<file path="config.mk">
export PLATFORM = sky130hd
export DESIGN_NAME = onscreen_keyboard_navigator_unit
export DESIGN_NICKNAME = d
export VERILOG_FILES = /design/src/design/osknav_pkg.sv /design/src/design/osknav_core.sv /design/src/design/onscreen_keyboard_navigator_unit.sv
export SDC_FILE = /design/constraint.sdc
export NUM_CORES = 1
export LEC_CHECK = 0
export ABC_CLOCK_PERIOD_IN_PS = 8220
export BUFFER_PORTS_ARGS = -buffer_cell sky130_fd_sc_hd__buf_2
export CORE_MARGIN = 2
export CORE_UTILIZATION = 40
export CTS_CLUSTER_SIZE = 12
export DETAILED_ROUTE_END_ITERATION = 10
export SLEW_MARGIN = 0
export SYNTH_ARGS = -nofsm -noshare
export SYNTH_HDL_FRONTEND = slang
export SYNTH_SLANG_ARGS = --single-unit
</file>
<file path="constraint.sdc">
create_clock -name clk -period 8.22 [get_ports clk]
set_input_delay 1.644 -clock clk [delete_from_list [all_inputs] [get_ports clk]]
set_output_delay 1.644 -clock clk [all_outputs]
set_load 0.005 [all_outputs]
</file>
<file path="src/design/osknav_pkg.sv">
// ----------------------------------------------------------------------------
// osknav_pkg
// Shared types, key and emit codes, and the character tables of the
// on-screen keyboard navigator.
// ----------------------------------------------------------------------------
package osknav_pkg;

  localparam int unsigned KbCols = 10;
  localparam int unsigned KbRows = 4;
  localparam int unsigned KbSpecial = 4;

  // key codes
  localparam logic [3:0] KEY_UP    = 4'd0;
  localparam logic [3:0] KEY_DOWN  = 4'd1;
  localparam logic [3:0] KEY_LEFT  = 4'd2;
  localparam logic [3:0] KEY_RIGHT = 4'd3;
  localparam logic [3:0] KEY_A     = 4'd4;
  localparam logic [3:0] KEY_B     = 4'd5;
  localparam logic [3:0] KEY_ESC   = 4'd6;
  localparam logic [3:0] KEY_ENTER = 4'd7;

  // emitted action codes
  localparam logic [1:0] EMIT_NONE  = 2'd0;
  localparam logic [1:0] EMIT_CHAR  = 2'd1;
  localparam logic [1:0] EMIT_BKSP  = 2'd2;
  localparam logic [1:0] EMIT_ENTER = 2'd3;

  // special row and its keys
  localparam logic [2:0] ROW_SPECIAL = 3'(KbRows);
  localparam logic [3:0] COL_SHIFT   = 4'd0;
  localparam logic [3:0] COL_SPACE   = 4'd1;
  localparam logic [3:0] COL_BKSP    = 4'd2;
  localparam logic [6:0] CHAR_SPACE  = 7'd32;

  localparam logic [0:KbRows-1][0:KbCols-1][7:0] LOWER_TAB = {
    "1234567890", "qwertyuiop", "asdfghjkl.", "zxcvbnm:/-"
  };
  localparam logic [0:KbRows-1][0:KbCols-1][7:0] UPPER_TAB = {
    "!@#$%^&*()", "QWERTYUIOP", "ASDFGHJKL,", "ZXCVBNM;?_"
  };

  typedef struct packed {
    logic [3:0] key_code;
    logic       pressed;
    logic       text_field_focused;
    logic       hardware_keyboard;
  } osknav_event_t;

  typedef struct packed {
    logic       is_open;
    logic       pass_next;
    logic [2:0] row_sel;
    logic [3:0] col_sel;
    logic       shift_on;
  } osknav_state_t;

  typedef struct packed {
    logic       consumed;
    logic [1:0] emit_kind;
    logic [6:0] emit_char;
    logic       shown;
    logic [2:0] cursor_row;
    logic [3:0] cursor_col;
    logic       shifted;
  } osknav_result_t;

  function automatic logic [3:0] row_width(input logic [2:0] row);
    return (row < ROW_SPECIAL) ? 4'(KbCols) : 4'(KbSpecial);
  endfunction

  // row must be a character row, col already limited to the last column
  function automatic logic [6:0] char_of(input logic [1:0] row, input logic [3:0] col,
                                         input logic shift);
    logic [7:0] c;
    c = shift ? UPPER_TAB[row][col] : LOWER_TAB[row][col];
    return c[6:0];
  endfunction

endpackage

</file>
<file path="src/design/osknav_core.sv">
// ----------------------------------------------------------------------------
// osknav_core
// Next-state and result logic for one key event against the current state.
// ----------------------------------------------------------------------------
module osknav_core
  import osknav_pkg::*;
(
  input  logic           enable,
  input  osknav_event_t  ev,
  input  osknav_state_t  st,
  output osknav_state_t  st_nxt,
  output osknav_result_t res
);

  logic       consumed;
  logic [1:0] kind;
  logic [6:0] ch;
  logic       gate_open;

  assign gate_open = enable && !ev.hardware_keyboard && ev.text_field_focused;

  always_comb begin
    logic [3:0] w;
    logic [3:0] c;
    logic [4:0] col_inc;
    st_nxt   = st;
    consumed = 1'b0;
    kind     = EMIT_NONE;
    ch       = '0;
    w        = row_width(st.row_sel);
    c        = (st.col_sel < 4'(KbCols)) ? st.col_sel : 4'(KbCols - 1);
    col_inc  = {1'b0, st.col_sel} + 5'd1;
    priority if (!gate_open) begin
      st_nxt.is_open = 1'b0;
    end else if (!st.is_open) begin
      if (ev.pressed && ev.key_code == KEY_A) begin
        st_nxt.is_open  = 1'b1;
        st_nxt.row_sel  = '0;
        st_nxt.col_sel  = '0;
        st_nxt.shift_on = 1'b0;
        consumed        = 1'b1;
      end
    end else if (st.pass_next) begin
      st_nxt.pass_next = 1'b0;
    end else if (ev.key_code == KEY_B || ev.key_code == KEY_ESC) begin
      if (ev.pressed) begin
        st_nxt.is_open = 1'b0;
      end
      consumed = 1'b1;
    end else if (!ev.pressed) begin
      consumed = (ev.key_code <= KEY_A) || (ev.key_code == KEY_ENTER);
    end else if (ev.key_code <= KEY_ENTER) begin
      consumed = 1'b1;
      unique case (ev.key_code)
        KEY_UP: begin
          st_nxt.row_sel = (st.row_sel == '0) ? ROW_SPECIAL : st.row_sel - 3'd1;
        end
        KEY_DOWN: begin
          st_nxt.row_sel = (st.row_sel >= ROW_SPECIAL) ? 3'd0 : st.row_sel + 3'd1;
        end
        KEY_LEFT: begin
          st_nxt.col_sel = (st.col_sel == '0) ? w - 4'd1 : st.col_sel - 4'd1;
        end
        KEY_RIGHT: begin
          st_nxt.col_sel = (col_inc >= {1'b0, w}) ? 4'd0 : col_inc[3:0];
        end
        default: begin
          // A or Enter selects the key under the cursor
          priority if (st.row_sel < ROW_SPECIAL) begin
            kind = EMIT_CHAR;
            ch   = char_of(st.row_sel[1:0], c, st.shift_on);
          end else if (st.col_sel == COL_SHIFT) begin
            st_nxt.shift_on = !st.shift_on;
          end else if (st.col_sel == COL_SPACE) begin
            kind = EMIT_CHAR;
            ch   = CHAR_SPACE;
          end else if (st.col_sel == COL_BKSP) begin
            kind = EMIT_BKSP;
          end else begin
            kind             = EMIT_ENTER;
            st_nxt.pass_next = 1'b1;
            st_nxt.is_open   = 1'b0;
          end
        end
      endcase
      // clamp to the width of the row now selected
      w = row_width(st_nxt.row_sel);
      if (st_nxt.col_sel >= w) begin
        st_nxt.col_sel = w - 4'd1;
      end
    end
  end

  always_comb begin
    res.consumed   = consumed;
    res.emit_kind  = kind;
    res.emit_char  = ch;
    res.shown      = st_nxt.is_open && gate_open;
    res.cursor_row = st_nxt.row_sel;
    res.cursor_col = st_nxt.col_sel;
    res.shifted    = st_nxt.shift_on;
  end

endmodule

</file>
<file path="src/design/onscreen_keyboard_navigator_unit.sv">
// ----------------------------------------------------------------------------
// onscreen_keyboard_navigator_unit
// Controller-driven on-screen keyboard: cursor, shift and open state.
// ----------------------------------------------------------------------------
// Usage:
//   Input channel (in_*): one key event per transfer. Result channel (out_*):
//   exactly one result per event, in order: consumed flag, emitted action,
//   visible state and cursor after the event.
//   cfg_we/cfg_wdata write the enable bit; write it only while no event is
//   in flight.
//   An event is taken into the input register; the result register loads
//   the core's result when the event fires, and the result is offered
//   from there. Throughput: one event per cycle while the receiver does not
//   stall; the state update is a single short combinational step between
//   the registers. When the receiver stalls, the result register holds; if
//   the input register is still free, one more event is taken; after that
//   in_stall follows out_stall until the result is moved on.
//   Reset (rst_n low, synchronous) closes the keyboard, clears the cursor,
//   shift and pass-next state, sets enable to 1 and empties both registers.
// ----------------------------------------------------------------------------
module onscreen_keyboard_navigator_unit
  import osknav_pkg::*;
(
  input  logic       clk,
  input  logic       rst_n,
  input  logic       cfg_we,
  input  logic       cfg_wdata,
  input  logic       in_valid,
  output logic       in_stall,
  input  logic [3:0] in_key_code,
  input  logic       in_pressed,
  input  logic       in_text_field_focused,
  input  logic       in_hardware_keyboard,
  output logic       out_valid,
  input  logic       out_stall,
  output logic       out_consumed,
  output logic [1:0] out_emit_kind,
  output logic [6:0] out_emit_char,
  output logic       out_shown,
  output logic [2:0] out_cursor_row,
  output logic [3:0] out_cursor_col,
  output logic       out_shifted
);

  logic           enable_r;
  logic           ev_v_r;
  osknav_event_t  ev_r;
  logic           out_v_r;
  osknav_result_t res_r;
  osknav_state_t  st_r;
  osknav_state_t  st_nxt;
  osknav_result_t res_nxt;
  logic           in_xfer;
  logic           fire;

  osknav_core u_core (
    .enable (enable_r),
    .ev     (ev_r),
    .st     (st_r),
    .st_nxt (st_nxt),
    .res    (res_nxt)
  );

  assign fire     = ev_v_r && (!out_v_r || !out_stall);
  assign in_stall = ev_v_r && !fire;
  assign in_xfer  = in_valid && !in_stall;

  always_ff @(posedge clk) begin
    if (!rst_n) begin
      enable_r <= 1'b1;
      ev_v_r   <= 1'b0;
      out_v_r  <= 1'b0;
      st_r     <= '0;
    end else begin
      if (cfg_we) begin
        enable_r <= cfg_wdata;
      end
      if (in_xfer) begin
        ev_v_r <= 1'b1;
      end else if (fire) begin
        ev_v_r <= 1'b0;
      end
      if (fire) begin
        out_v_r <= 1'b1;
        st_r    <= st_nxt;
      end else if (!out_stall) begin
        out_v_r <= 1'b0;
      end
    end
  end

  always_ff @(posedge clk) begin
    if (in_xfer) begin
      ev_r.key_code           <= in_key_code;
      ev_r.pressed            <= in_pressed;
      ev_r.text_field_focused <= in_text_field_focused;
      ev_r.hardware_keyboard  <= in_hardware_keyboard;
    end
    if (fire) begin
      res_r <= res_nxt;
    end
  end

  assign out_valid      = out_v_r;
  assign out_consumed   = res_r.consumed;
  assign out_emit_kind  = res_r.emit_kind;
  assign out_emit_char  = res_r.emit_char;
  assign out_shown      = res_r.shown;
  assign out_cursor_row = res_r.cursor_row;
  assign out_cursor_col = res_r.cursor_col;
  assign out_shifted    = res_r.shifted;

endmodule

</file>
; Word level (Yosys, flattened, before mapping)
; Index checks and enable logic that the tools add are counted.
[totals]
ff_bits = 39
latchBits = 0
mem_bits_rw = 0
romBits = 0
out_inout_bits = 21
word_cells = 149
n_memories = 0
[op_classes]
addsub = 6
mul = 0
div_mod_pow = 0
order_cmp = 10
n_eq_ne = 10
shift = 0
muxes = 73
bitwise_logic = 6
n_reduce_logical = 24
[op_table]
columns = op, count
row1 = 80-bit binary-select mux with 2-bit select, 2
row2 = 80-bit two-way mux, 4
row3 = 8-bit binary-select mux with 4-bit select, 2
row4 = 7-bit two-way mux, 7
row5 = 4-bit two-way mux, 12
row6 = 8-bit two-way mux, 4
row7 = 3-bit two-way mux, 8
row8 = 1-bit two-way mux, 23
row9 = 10-bit two-way mux, 2
row10 = 4-bit by 3-bit == test with 1-bit output (second input constant), 4
row11 = 13-bit OR reduction, 1
row12 = 4-bit by 2-bit == test with 1-bit output (second input constant), 3
row13 = 4-bit by 1-bit subtractor with 4-bit output (second input constant), 3
row14 = 2-bit two-way mux, 5
row15 = 10-bit OR reduction, 1
row16 = 9-bit two-way mux, 1
row17 = 4-bit by 1-bit == test with 1-bit output (second input constant), 2
row18 = 4-bit by 3-bit <= comparator with 1-bit output (second input constant), 2
row19 = 4-bit logical NOT, 2
row20 = 4-bit one-hot mux with 2 select lines, 1
row21 = 1-bit logical AND, 7
row22 = 3-bit >= comparator (second input constant), 2
row23 = 1-bit logical NOT, 6
row24 = 3-bit < comparator (second input constant), 2
row25 = other kinds (18), 23

; Depth between registers and ports, before layout
[logic_depth]
word_depth = 20
ltp_mapped = 17
mapped_depth_nobuf = 16

; By module
; A second synthesis with hierarchy kept.
[hier_totals]
hier_cells = 355
area_unflattened_um2 = 2995.4
[modules_own_cells]
columns = module, instances, cells_per_inst, area_each_um2, seq_area_each_um2
row1 = osknav_core, 1, 275, 1684.1, 0.0
row2 = onscreen_keyboard_navigator_unit, 1, 80, 1311.3, 1041.0

; Least setup slack after synthesis
; OpenSTA, ideal clock, no wires.
[synth_timing]
path_type = register to register
startpoint = register st_r[4] (netlist bit)
endpoint = register res_r, in the netlist out_cursor_col[3], data pin
setup_time_ns = 0.259
arrival_time_ns = 3.235
setup_slack_ns = 4.726
path_stages_with_launch = 17
path_buffers = 3
period_less_slack_ns = 3.494
path_cell_list = dfxtp_1 -> clkbuf_1 -> clkbuf_1 -> buf_1 -> xnor2_1 -> ha_1 -> o21ai_0 -> nand4_1 -> o22ai_1 -> o21ai_0 -> ha_1 -> nor2b_1 -> nand3_1 -> o221ai_1 -> o22a_1 -> a32oi_1 -> nand2_1
[synth_rtl]
columns = item, line
row1 = "start, declared", onscreen_keyboard_navigator_unit.sv:50  ; osknav_state_t st_r;
row2 = "start signal, assigned", onscreen_keyboard_navigator_unit.sv:85  ; st_r <= st_nxt;
row3 = "end signal, assigned", onscreen_keyboard_navigator_unit.sv:100  ; res_r <= res_nxt;
row4 = "end, declared", onscreen_keyboard_navigator_unit.sv:49  ; osknav_result_t res_r;

==> impl_metrics.env <==
export IMPL_numCtsBuffers=5
export IMPL_n_fill_cell=734
export IMPL_drt_iter0_drc=265
export IMPL_antenna_found_initial=0
export IMPL_cts_setup_buffers=0
export IMPL_final_cell_mix="nand2_1, buf_2, edfxtp_1"
export IMPL_tightest_slew_ns=1.07
export IMPL_cts_clk_slew_worst_paths_ns=0.08
export IMPL_ys_seq_elements=39
export IMPL_cts_resized=0
export IMPL_synthDistinctLibCells=64
export IMPL_pwr_share_seq_pct=49.6
export IMPL_syn_inst=341
export IMPL_cts_path_max_buffers=2
export IMPL_p_int_uw=319
export IMPL_yosysWarnings=0
export IMPL_ir_worst_vdd_v=0.0000941
export IMPL_io_pins=34
export IMPL_die_area_sq_um=7940
export IMPL_pre_cts_slack_ns=4.07
export IMPL_gr_total_overflow=0
export IMPL_dp_hpwl_mm=5.15
export IMPL_n_antenna_cell=0
export IMPL_std_cell_rows=31
export IMPL_setup_viol_count_final=0
export IMPL_fp_dieW_um=89.1
export IMPL_clock_latency_ns=0.30
export IMPL_final_period_utilization_pct=51.4
export IMPL_die_h_um=89.1
export IMPL_drcViolationCount=0
export IMPL_cp_max_fo=26
export IMPL_grt_pass1_vias=2490
export IMPL_vias=2680
export IMPL_rsz0062_at_grt="false"
export IMPL_syn_nets=371
export IMPL_stdcell_count=455
export IMPL_area_growth_pct=9.97
export IMPL_regArea_sq_um=1040
export IMPL_period_needed_ns=4.22
export IMPL_worstSetupPathType="flop to flop"
export IMPL_cap_violations=0
export IMPL_ys_flop_type="edfxtp_1"
export IMPL_required_ns=8.27
export IMPL_grt_pass1_wl_mm=12.4
export IMPL_gp_congestion=0.932
export IMPL_ant_nets=0
export IMPL_netlist_area_sq_um=2900
export IMPL_p_per_area_nw_per_um2=147
export IMPL_multi_input_area_sq_um=1700
export IMPL_synth_edf_count=26
export IMPL_htreeDepth=2
export IMPL_start_util_pct=40.6
export IMPL_avgSynthCellArea_sq_um=8.50
export IMPL_wl_per_cell_um=16.1
export IMPL_setup_tns_ns=0
export IMPL_synth_top_family_by_area="compound AO/OA/AOI/OAI gates"
export IMPL_grt_start_max_net_pins=33
export IMPL_final_nets=385
export IMPL_ys_seq_area_share_pct=35.9
export IMPL_grt_usage_pct=19.8
export IMPL_crit_path_start_kind="flop"
export IMPL_clockPowerShare_pct=29.8
export IMPL_hold_class="flop to flop"
export IMPL_power_leakage_uw=0.00118
export IMPL_synth_fa_ha_area_share_pct=7.34
export IMPL_status="finished, final reports clean"
export IMPL_portBuffers=33
export IMPL_synthXorXnorAreaFrac_pct=1.81
export IMPL_viasPerCell=5.89
export IMPL_first_pass_iters=6
export IMPL_dp_cells=447
export IMPL_clock_sinks=39
export IMPL_cts_root_buffer="clkbuf_8"
export IMPL_final_hold_violation_count=0
export IMPL_end_kind="flop"
export IMPL_critPathArrivalTime_ns=4.27
export IMPL_drive_gt1_share_pct=14.6
export IMPL_fmax_mhz=237
export IMPL_setup_slack_ns=4.00
export IMPL_fin_util_pct=44.7
export IMPL_fin_skew_ns=0.00642
export IMPL_layout_commonest_cell="nand2_1"
export IMPL_core_sq_um=7140
export IMPL_switching_share_pct=31.9
export IMPL_synthMuxAreaShare_pct=2.89
export IMPL_hold_buffers=0
export IMPL_cts_tree="built"
export IMPL_combPwrFrac_pct=20.6
export IMPL_synth_compound_area_share_pct=26.3
export IMPL_routed_wl_mm=7.34
export IMPL_slew_headroom_pct=28.9
export IMPL_finalMaxSlewViolations=0
export IMPL_async_flop_share_pct=0
export IMPL_netSwitchingPower_uw=149
export IMPL_synthSimpleGateAreaFrac_pct=20.4
-- worst paths after layout --
check / startpoint / endpoint / slack, ns / cells after the start
min: enable_r / enable_r / 0.51 / 2
max: st_r[1] / out_cursor_col[3] / 4.00 / 16
max reg2reg: st_r[1] / out_cursor_col[3] / 4.00 / 16
min reg2reg: enable_r / enable_r / 0.51 / 2
-- cell families (layout without fill, tap and decap cells) --
kind of cell / count (synthesis) / count (layout)
muxes: 7 / 7
DFF: 39 / 39
buffers and inverters: 41 / 56
xor gates and xnor gates: 6 / 6
adders and majority gates: 17 / 17
AOI/OAI and AO/OA: 112 / 112
and+or+nand+nor: 119 / 119
-- cell usage after synthesis, drive strengths merged (5+ instances only) --
library cell / instances / share of area, %
edfxtp: 26 / 27
o211ai: 8 / 2.1
a21oi: 24 / 4.1
inv: 13 / 1.7
nor3: 8 / 1.4
ha: 17 / 7.3
o21ai: 24 / 4.1
dfxtp: 13 / 9.0
clkbuf: 24 / 3.1
nand2: 45 / 5.8
a31oi: 9 / 1.9
nand3: 13 / 2.2
nor2: 18 / 2.3
mux2i: 5 / 1.7
nor2b: 8 / 1.7
-- cell type report --
type,count,area share (%)
Sequential cell,39,32.7
Multi-Input combinational cell,261,53.4
Clock inverter,3,0.746
Inverter,13,1.53
Timing Repair Buffer,35,5.65
Clock buffer,5,2.16
Tap cell,99,3.89
-- state kept, by name, indices dropped and copies added (netlist names) --
register        flops
st_r               10
ev_r                7
out_emit_char       7
out_cursor_col      4
out_cursor_row      3
out_emit_kind       2
enable_r            1
ev_v_r              1
out_consumed        1
out_shifted         1
out_shown           1
out_valid           1
-- critical path: stages (launching register included) --
cell and delay, ns:
dfxtp_1 0.89, inv_1 0.35, ha_1 0.37, inv_1 0.10
ha_1 0.15, nor2b_1 0.05, o21ai_0 0.22, nand4_1 0.18
o22ai_1 0.25, o21ai_0 0.12, ha_1 0.30, nor2b_1 0.14
nand3_1 0.12, o221ai_1 0.16, o22a_1 0.23, a32oi_1 0.26
nand2_1 0.08
-- power by group through the flow --
stage | clock network (uW) | registers, uW | logic, uW
finish | 139 | 232 | 96.3
global route | 151 | 234 | 108
CTS | 143 | 232 | 95.3
detailed placement | 0 | 236 | 94.7
global placement | 0 | 236 | 94.6
floorplan | 0 | 227 | 77.5
-- stage by stage --
| step | cell area (sq um) | power [uW] | hold slack [ns] |
|---|---|---|---|
| 3_5_place_dp | 3100 | 331 | 0.492 |
| 3_3_place_gp | 3100 | 331 | 0.492 |
| 4_1_cts | 3190 | 470 | 0.521 |
| 6_report | 3190 | 467 | 0.515 |
| 2_1_floorplan | 2900 | 305 | 0.457 |
| 5_1_grt | 3190 | 493 | 0.559 |
-- routing by layer --
metal / vias up / wire length [um] / GRT usage, %
met4: 0 / 164 / 8.41
met2: 91 / 3350 / 30.5
met3: 16 / 336 / 3.51
met5: - / 0 / 0
met1: 1263 / 3480 / 27.2
li1: 1310 / - / -
Power figures use the tool's default switching activity.
